==> src/stl_pkg.sv <==
// Shared types and constants for the segment table height lookup core.
// Holds the request/response structs, the segment entry layout and the codes.
// No dependencies.
package stl_pkg;

	// table depth and derived widths
	localparam int MAX_SEGMENTS = 16;
	localparam int IDX_W = (MAX_SEGMENTS > 1) ? $clog2(MAX_SEGMENTS) : 1;
	localparam int CNT_W = $clog2(MAX_SEGMENTS + 1);

	// request modes
	localparam logic [1:0] MODE_QUERY  = 2'd0;
	localparam logic [1:0] MODE_APPEND = 2'd1;
	localparam logic [1:0] MODE_SETEND = 2'd2;
	localparam logic [1:0] MODE_REMOVE = 2'd3;

	// response status codes
	localparam logic [1:0] STAT_OK    = 2'd0;
	localparam logic [1:0] STAT_NOHIT = 2'd1;
	localparam logic [1:0] STAT_FULL  = 2'd2;
	localparam logic [1:0] STAT_EMPTY = 2'd3;

	typedef struct packed {
		logic [1:0]         mode;
		logic signed [15:0] start_x;
		logic signed [15:0] start_y;
		logic signed [15:0] end_x;
		logic signed [15:0] end_y;
		logic signed [15:0] query_x;
	} req_t;

	typedef struct packed {
		logic [1:0]         status;
		logic signed [23:0] height;
	} rsp_t;

	// one stored segment, right endpoint in the low half
	typedef struct packed {
		logic signed [15:0] x1;
		logic signed [15:0] y1;
		logic signed [15:0] x2;
		logic signed [15:0] y2;
	} seg_t;

endpackage

==> src/segment_table_height_lookup_core.sv <==
// Segment table height lookup core: stack of line segments in a synchronous
// memory, with scan, multiply and serial divide for height queries.
// Depends on stl_pkg.
//
// Usage:
//   Requests enter on req/req_valid/req_ready, one response per request leaves
//   on rsp/rsp_valid/rsp_ready. One request is worked on at a time; req_ready
//   is high only while the core is idle.
//   Append, set end and remove update the table in the accept cycle and give
//   their response from the output register after passing the done state.
//   A query reads the stored segments one per cycle from the segment memory
//   (registered read), multiplies once, then runs a restoring divide that
//   produces one quotient bit per cycle for a 24-bit quotient. A query on an
//   empty table skips the scan; one with no spanning segment ends after the
//   scan without the divide.
//   The response sits in an output register; while the receiver stalls the
//   core may take and work one more request, then holds that finished result
//   and takes no further request until the output register frees up.
//   Reset empties the table (count to zero); memory contents are not cleared
//   and entries above the count are never read.
module segment_table_height_lookup_core
	import stl_pkg::*;
(
	input  logic clk,
	input  logic arst_n,
	input  logic req_valid,
	output logic req_ready,
	input  req_t req,
	output logic rsp_valid,
	input  logic rsp_ready,
	output rsp_t rsp
);

	localparam logic [2:0] ST_IDLE = 3'd0;
	localparam logic [2:0] ST_SCAN = 3'd1;
	localparam logic [2:0] ST_WAIT = 3'd2;
	localparam logic [2:0] ST_MUL  = 3'd3;
	localparam logic [2:0] ST_DIV  = 3'd4;
	localparam logic [2:0] ST_FIN  = 3'd5;
	localparam logic [2:0] ST_DONE = 3'd6;

	localparam int QUO_W = 24;
	localparam int DCNT_W = $clog2(QUO_W);

	logic [2:0]         state_q;
	logic [CNT_W-1:0]   count_q;
	logic [CNT_W-1:0]   idx_q;
	logic [CNT_W-1:0]   cnt_last;
	logic signed [15:0] qx_q;
	logic               found_q;
	seg_t               win_q;
	logic               rd_vld_s1;
	seg_t               rd_data_s1;
	logic [15:0]        rem_q;
	logic [QUO_W-1:0]   quo_q;
	logic [15:0]        dx_q;
	logic               neg_q;
	logic [DCNT_W-1:0]  div_cnt_q;
	logic [1:0]         res_status_q;
	logic signed [23:0] res_height_q;
	logic               rsp_valid_q;
	rsp_t               rsp_q;

	seg_t seg_mem [MAX_SEGMENTS];

	logic accept;
	logic app_we;
	logic end_we;
	logic rd_en;
	logic hit;
	logic out_load;

	logic signed [16:0] dy;
	logic [15:0]        dy_mag;
	logic signed [16:0] dq;
	logic signed [16:0] dx;
	logic [31:0]        prod;
	logic [16:0]        trial;
	logic               ge;
	logic [16:0]        diff;
	logic [QUO_W-1:0]   quo_sgn;

	assign req_ready = (state_q == ST_IDLE);
	assign accept    = req_valid && req_ready;
	assign cnt_last  = count_q - CNT_W'(1);

	// table updates happen in the accept cycle
	assign app_we = accept && (req.mode == MODE_APPEND) && (count_q < CNT_W'(MAX_SEGMENTS));
	assign end_we = accept && (req.mode == MODE_SETEND) && (count_q != '0);
	assign rd_en  = (state_q == ST_SCAN);

	// segment memory, one write and one registered read port
	always_ff @(posedge clk) begin
		if (app_we) begin
			seg_mem[count_q[IDX_W-1:0]] <= '{x1: req.start_x, y1: req.start_y,
				x2: req.end_x, y2: req.end_y};
		end else if (end_we) begin
			seg_mem[cnt_last[IDX_W-1:0]].x2 <= req.end_x;
			seg_mem[cnt_last[IDX_W-1:0]].y2 <= req.end_y;
		end
		if (rd_en) begin
			rd_data_s1 <= seg_mem[idx_q[IDX_W-1:0]];
		end
	end

	// span test on the entry read last cycle
	assign hit = (rd_data_s1.x1 < qx_q) && (rd_data_s1.x2 > qx_q);

	// interpolation operands from the winning segment
	always_comb begin
		dy     = {win_q.y2[15], win_q.y2} - {win_q.y1[15], win_q.y1};
		dy_mag = dy[16] ? 16'(-dy) : dy[15:0];
		dq     = {qx_q[15], qx_q} - {win_q.x1[15], win_q.x1};
		dx     = {win_q.x2[15], win_q.x2} - {win_q.x1[15], win_q.x1};
		prod   = dy_mag * dq[15:0];
	end

	// one restoring divide step
	always_comb begin
		trial   = {rem_q, quo_q[QUO_W-1]};
		ge      = trial >= {1'b0, dx_q};
		diff    = trial - {1'b0, dx_q};
		quo_sgn = neg_q ? QUO_W'(-quo_q) : quo_q;
	end

	assign out_load = (state_q == ST_DONE) && (!rsp_valid_q || rsp_ready);

	// control sequencer
	always_ff @(posedge clk or negedge arst_n) begin
		if (!arst_n) begin
			state_q      <= ST_IDLE;
			count_q      <= '0;
			idx_q        <= '0;
			qx_q         <= '0;
			found_q      <= 1'b0;
			rd_vld_s1    <= 1'b0;
			rem_q        <= '0;
			quo_q        <= '0;
			dx_q         <= '0;
			neg_q        <= 1'b0;
			div_cnt_q    <= '0;
			res_status_q <= STAT_OK;
			res_height_q <= '0;
		end else begin
			case (state_q)
				ST_IDLE: begin
					if (accept) begin
						res_height_q <= '0;
						case (req.mode)
							MODE_QUERY: begin
								qx_q    <= req.query_x;
								found_q <= 1'b0;
								idx_q   <= '0;
								if (count_q == '0) begin
									res_status_q <= STAT_NOHIT;
									state_q      <= ST_DONE;
								end else begin
									res_status_q <= STAT_OK;
									state_q      <= ST_SCAN;
								end
							end
							MODE_APPEND: begin
								state_q <= ST_DONE;
								if (count_q < CNT_W'(MAX_SEGMENTS)) begin
									res_status_q <= STAT_OK;
									count_q      <= count_q + CNT_W'(1);
								end else begin
									res_status_q <= STAT_FULL;
								end
							end
							MODE_SETEND: begin
								state_q      <= ST_DONE;
								res_status_q <= (count_q == '0) ? STAT_EMPTY : STAT_OK;
							end
							default: begin
								state_q <= ST_DONE;
								if (count_q == '0) begin
									res_status_q <= STAT_EMPTY;
								end else begin
									res_status_q <= STAT_OK;
									count_q      <= cnt_last;
								end
							end
						endcase
					end
				end
				ST_SCAN: begin
					rd_vld_s1 <= 1'b1;
					idx_q     <= idx_q + CNT_W'(1);
					if (idx_q == cnt_last) begin
						state_q <= ST_WAIT;
					end
				end
				ST_WAIT: begin
					rd_vld_s1 <= 1'b0;
					state_q   <= ST_MUL;
				end
				ST_MUL: begin
					if (!found_q) begin
						res_status_q <= STAT_NOHIT;
						state_q      <= ST_DONE;
					end else begin
						rem_q     <= prod[31:16];
						quo_q     <= {prod[15:0], 8'h00};
						dx_q      <= dx[15:0];
						neg_q     <= dy[16];
						div_cnt_q <= '0;
						state_q   <= ST_DIV;
					end
				end
				ST_DIV: begin
					rem_q     <= ge ? diff[15:0] : trial[15:0];
					quo_q     <= {quo_q[QUO_W-2:0], ge};
					div_cnt_q <= div_cnt_q + DCNT_W'(1);
					if (div_cnt_q == DCNT_W'(QUO_W - 1)) begin
						state_q <= ST_FIN;
					end
				end
				ST_FIN: begin
					res_status_q <= STAT_OK;
					res_height_q <= {win_q.y1, 8'h00} + quo_sgn;
					state_q      <= ST_DONE;
				end
				ST_DONE: begin
					if (out_load) begin
						state_q <= ST_IDLE;
					end
				end
				default: begin
					state_q <= ST_IDLE;
				end
			endcase

			// last spanning segment wins
			if (rd_vld_s1 && hit) begin
				found_q <= 1'b1;
			end
		end
	end

	// winning segment capture
	always_ff @(posedge clk) begin
		if (rd_vld_s1 && hit) begin
			win_q <= rd_data_s1;
		end
	end

	// output register
	always_ff @(posedge clk or negedge arst_n) begin
		if (!arst_n) begin
			rsp_valid_q <= 1'b0;
		end else if (out_load) begin
			rsp_valid_q <= 1'b1;
		end else if (rsp_ready) begin
			rsp_valid_q <= 1'b0;
		end
	end

	always_ff @(posedge clk) begin
		if (out_load) begin
			rsp_q <= '{status: res_status_q, height: res_height_q};
		end
	end

	assign rsp_valid = rsp_valid_q;
	assign rsp       = rsp_q;

endmodule

==> config.mk <==
export PLATFORM = sky130hd
export DESIGN_NAME = segment_table_height_lookup_core
export DESIGN_NICKNAME = d
export VERILOG_FILES = /design/src/stl_pkg.sv /design/src/segment_table_height_lookup_core.sv
export SDC_FILE = /design/constraint.sdc
export NUM_CORES = 2
export LEC_CHECK = 0
export ABC_AREA = 0
export BUFFER_PORTS_ARGS = -buffer_cell sky130_fd_sc_hd__buf_2
export CORE_MARGIN = 2
export CORE_UTILIZATION = 60
export CTS_BUF_LIST = sky130_fd_sc_hd__clkbuf_2 sky130_fd_sc_hd__clkbuf_4 sky130_fd_sc_hd__clkbuf_8
export CTS_CLUSTER_SIZE = 8
export DETAILED_ROUTE_END_ITERATION = 8
export PLACE_DENSITY = 0.77
export SLEW_MARGIN = 40
export SYNTH_ARGS = -nofsm -noshare
export SYNTH_HDL_FRONTEND = slang
export SYNTH_SLANG_ARGS = --single-unit
==> constraint.sdc <==
create_clock -name clk -period 10.46 [get_ports clk]
set_clock_uncertainty 0.2 [all_clocks]
set_input_delay 2.092 -clock clk [delete_from_list [all_inputs] [get_ports clk]]
set_output_delay 2.092 -clock clk [all_outputs]
set_load 0.005 [all_outputs]
==> flow_summary_export.csv <==
group,metric,value,unit
run_status,status,"finished, final reports clean",
timing,hold_viol_final,0,
global_route,grt_pass1_vias,35874,
cells_and_area,regArea,38400,um2
synthesis,ys_warn_count,0,
clock_network,clk_pin_slew_worst_paths,60,ps
timing,tns,0,ps
global_route,grt_usage,29.0,%
synthesis,synth_ff_type,"edfxtp_1",
route,drt_pass1_iterations,7,
critical_path,cp_slowest_cell,"xor2_1",
global_route,grt_pass1_wl,225000,um
timing,rsz0062_at_grt,"no",
floorplanning,rows,117,
critical_path,timing.rr.end,"rem_q[15]$_DFFE_PN0P_",
timing,fin_crit,9450,ps
route,wl,150000,um
route,via_per_inst,6.26,
global_route,antenna_found_initial,25,
critical_path,cp-end-kind,"register",
synthesis,synth_cell_types,88,
timing,fin_crit_sh,90.3,%
clock_network,htreeDepth,4,
cells_and_area,multi_input_area,22100,um2
hold_path,min_to,"win_q[6]$_DFFE_PP_",
floorplanning,start_util,60.6,%
cells_and_area,fin_nets,4637,
job,max_cap_violations,0,
critical_path,reg2regPathDepth,30,
floorplanning,core-area,102000,um2
critical_path,cpMostUsedCell,"fa_1",
cells_and_area,nFillCells,6648,
route,drtIter0Drc,4145,
hold_path,min_path_cells,0,
critical_path,critPathMaxFanout,9,
place,io_buffers,113,
floorplanning,fp.dieH,325,um
clock_network,clock_path_buffers,3,
global_route,grt.overflow.total,0,
timing,setup_violations,0,
critical_path,crit_path_start_kind,"register",
clock_network,cts.sinks,1298,
place,place_congestion,0.991,
place,place_ws,1000,ps
route,wire_per_inst,26.7,um
clock_network,cts_resized,0,
critical_path,slowest_delay,660,ps
synthesis,syn-cell-area,61900,um2
synthesis,ys_seq_area_share,62.0,%
route,remaining_drc_errors,0,
clock_network,clk_latency,910,ps
timing,slew-limit-headroom,35.6,%
critical_path,arrival,10010,ps
synthesis,synthCells,3855,
cells_and_area,fin_area,68700,um2
critical_path,crit_required,11030,ps
clock_network,cts_tree,"built",
hold_path,min_path_type,"reg -> reg",
timing,fmax,0.106,GHz
floorplanning,pin_count,114,
critical_path,criticalPathCategory,"reg -> reg",
route,vias,35289,
clock_network,postCtsSetupRepairBufs,0,
critical_path,worstReg2RegStart,"win_q[32]$_DFFE_PP_",
synthesis,ys_seq_elements,1298,
hold_path,min_from,"rd_data_s1[6]$_DFFE_PP_",
critical_path,regToRegSetupSlack,1010,ps
cells_and_area,final_util,67.3,%
place,postPlaceCellArea,64700,um2
clock_network,ctsHoldBuffers,0,
timing,slew_viol_final,0,
floorplanning,die_width,325,um
cells_and_area,drive_gt1_share,22.0,%
timing,worst_pin_slew,965,ps
route,ant_nets,0,
synthesis,ys_async_sr_fraction,9.24,%
global_route,grt_max_degree,128,
synthesis,synth_nets,4358,
place,hpwl,96300,um
floorplanning,die-area,106000,um2
clock_network,cts-buffers-inserted,200,
clock_network,clockRootBuffer,"clkbuf_8",
synthesis,synth_edf_count,1178,
cells_and_area,area_growth,11.0,%
timing,fin_ws,1010,ps
synthesis,synth_area_per_cell,16.0,um2
==> metrics by stage <==
step	instances	hold slack, ps
after floorplan	3855	200
after global placement	5297	201
after detailed placement	5298	208
after CTS	5628	218
after global routing	5633	228
final	5635	208
==> cell families after synthesis <==
logic type	after synthesis	share of synthesized area, %
flops	1298	62.0
buf+inv	455	2.80
mux	335	11.9
compound gates	453	4.77
xor+xnor	144	2.04
simple gates	753	5.61
fa+ha+maj	417	10.8
==> synth_stat cells, types with 9 or more instances <==
library cell / number / area (um2)
nand4_1: 17 / 106
or2_2: 9 / 56.3
o21ai_0: 148 / 741
nand2_1: 235 / 882
and3_1: 12 / 75.1
nor3_1: 53 / 265
mux4_2: 320 / 7210
fa_1: 199 / 3980
buf_1: 26 / 97.6
nor2_1: 238 / 893
ha_1: 218 / 2730
dfrtp_1: 120 / 3000
inv_1: 321 / 1200
o31ai_1: 14 / 105
nand2b_1: 45 / 282
a21o_1: 39 / 293
a211oi_1: 15 / 113
o41ai_1: 9 / 78.8
o21bai_1: 11 / 82.6
a31oi_1: 11 / 68.8
xor2_1: 56 / 490
xnor2_1: 88 / 771
edfxtp_1: 1178 / 35400
a22oi_1: 20 / 150
nor2b_1: 26 / 163
nand3_1: 50 / 250
clkbuf_1: 104 / 390
and2_1: 18 / 113
or3_1: 24 / 150
a21oi_1: 80 / 400
o21a_1: 16 / 120
==> critical path: cells and delay by family, from the launching register on <==
kind | cells | cell delay, ps
compound gates | 11 | 2510
xor+xnor | 3 | 1370
fa+ha+maj | 9 | 4000
buf+inv | 4 | 420
flops | 1 | 400
simple gates | 3 | 440
==> state kept, by name, indices dropped and copies added (netlist names), 2 cells and up <==
| register | count |
|---|---|
| qx_q | 16 |
| div_cnt_q | 5 |
| state_q | 3 |
| idx_q | 5 |
| res_height_q | 24 |
| seg_mem | 1024 |
| count_q | 5 |
| rem_q | 16 |
| res_status_q | 2 |
| dx_q | 16 |
| quo_q | 24 |
| rd_data_s1 | 64 |
| rsp | 26 |
| win_q | 64 |
==> layout make-up <==
cell class	count	area share, %
clock inverter	46	0.549
clock buffer	284	5.02
timing repair buffer	211	2.02
tap	1368	2.49
sequential	1298	55.9
antenna	5	0.0182
multi-input combinational	2102	32.2
inverter	321	1.75
==> placed cells by master, fill, tap and decap left out, types with 10 or more instances in the layout <==
master / count
edfxtp_1: 1178
inv_1: 321
mux4_2: 320
nand2_1: 235
ha_1: 218
clkbuf_8: 210
nor2_1: 205
fa_1: 199
o21ai_0: 147
dfrtp_1: 116
buf_2: 113
buf_4: 87
xnor2_1: 86
a21oi_1: 77
clkbuf_4: 74
xor2_1: 55
nand3_1: 50
nor3_1: 49
nand2b_1: 45
a21o_1: 39
nor2_4: 33
nor2b_1: 25
or3_1: 24
a22oi_1: 20
clkinv_1: 19
and2_1: 18
nand4_1: 17
o21a_1: 16
a211oi_1: 15
o31ai_1: 14
o21bai_1: 11
and3_1: 11
a21oi_2: 10
clkinv_2: 10
==> worst max-delay path by stage <==
stage                        startpoint                     to  slack [ps]
floorplan           win_q[32]$_DFFE_PP_  rem_q[15]$_DFFE_PN0P_        1920
global placement    win_q[32]$_DFFE_PP_  rem_q[15]$_DFFE_PN0P_        1270
detailed placement  win_q[32]$_DFFE_PP_  rem_q[15]$_DFFE_PN0P_        1000
CTS                 win_q[32]$_DFFE_PP_  rem_q[15]$_DFFE_PN0P_        1000
global route        win_q[32]$_DFFE_PP_  rem_q[15]$_DFFE_PN0P_         280
finish              win_q[32]$_DFFE_PP_  rem_q[15]$_DFFE_PN0P_        1010
==> layer usage <==
layer / up-vias / part of all wire [%] / GRT usage [%]
li1: 15119 / - / -
met1: 18026 / 38 / 38.6
met2: 1815 / 50 / 47.9
met3: 307 / 8.5 / 5.42
met4: 22 / 3.6 / 11.5
met5: - / 0.099 / 0
Power is not shown: default switching activity piles up to over one toggle a cycle in this logic, so the estimate is an artifact.
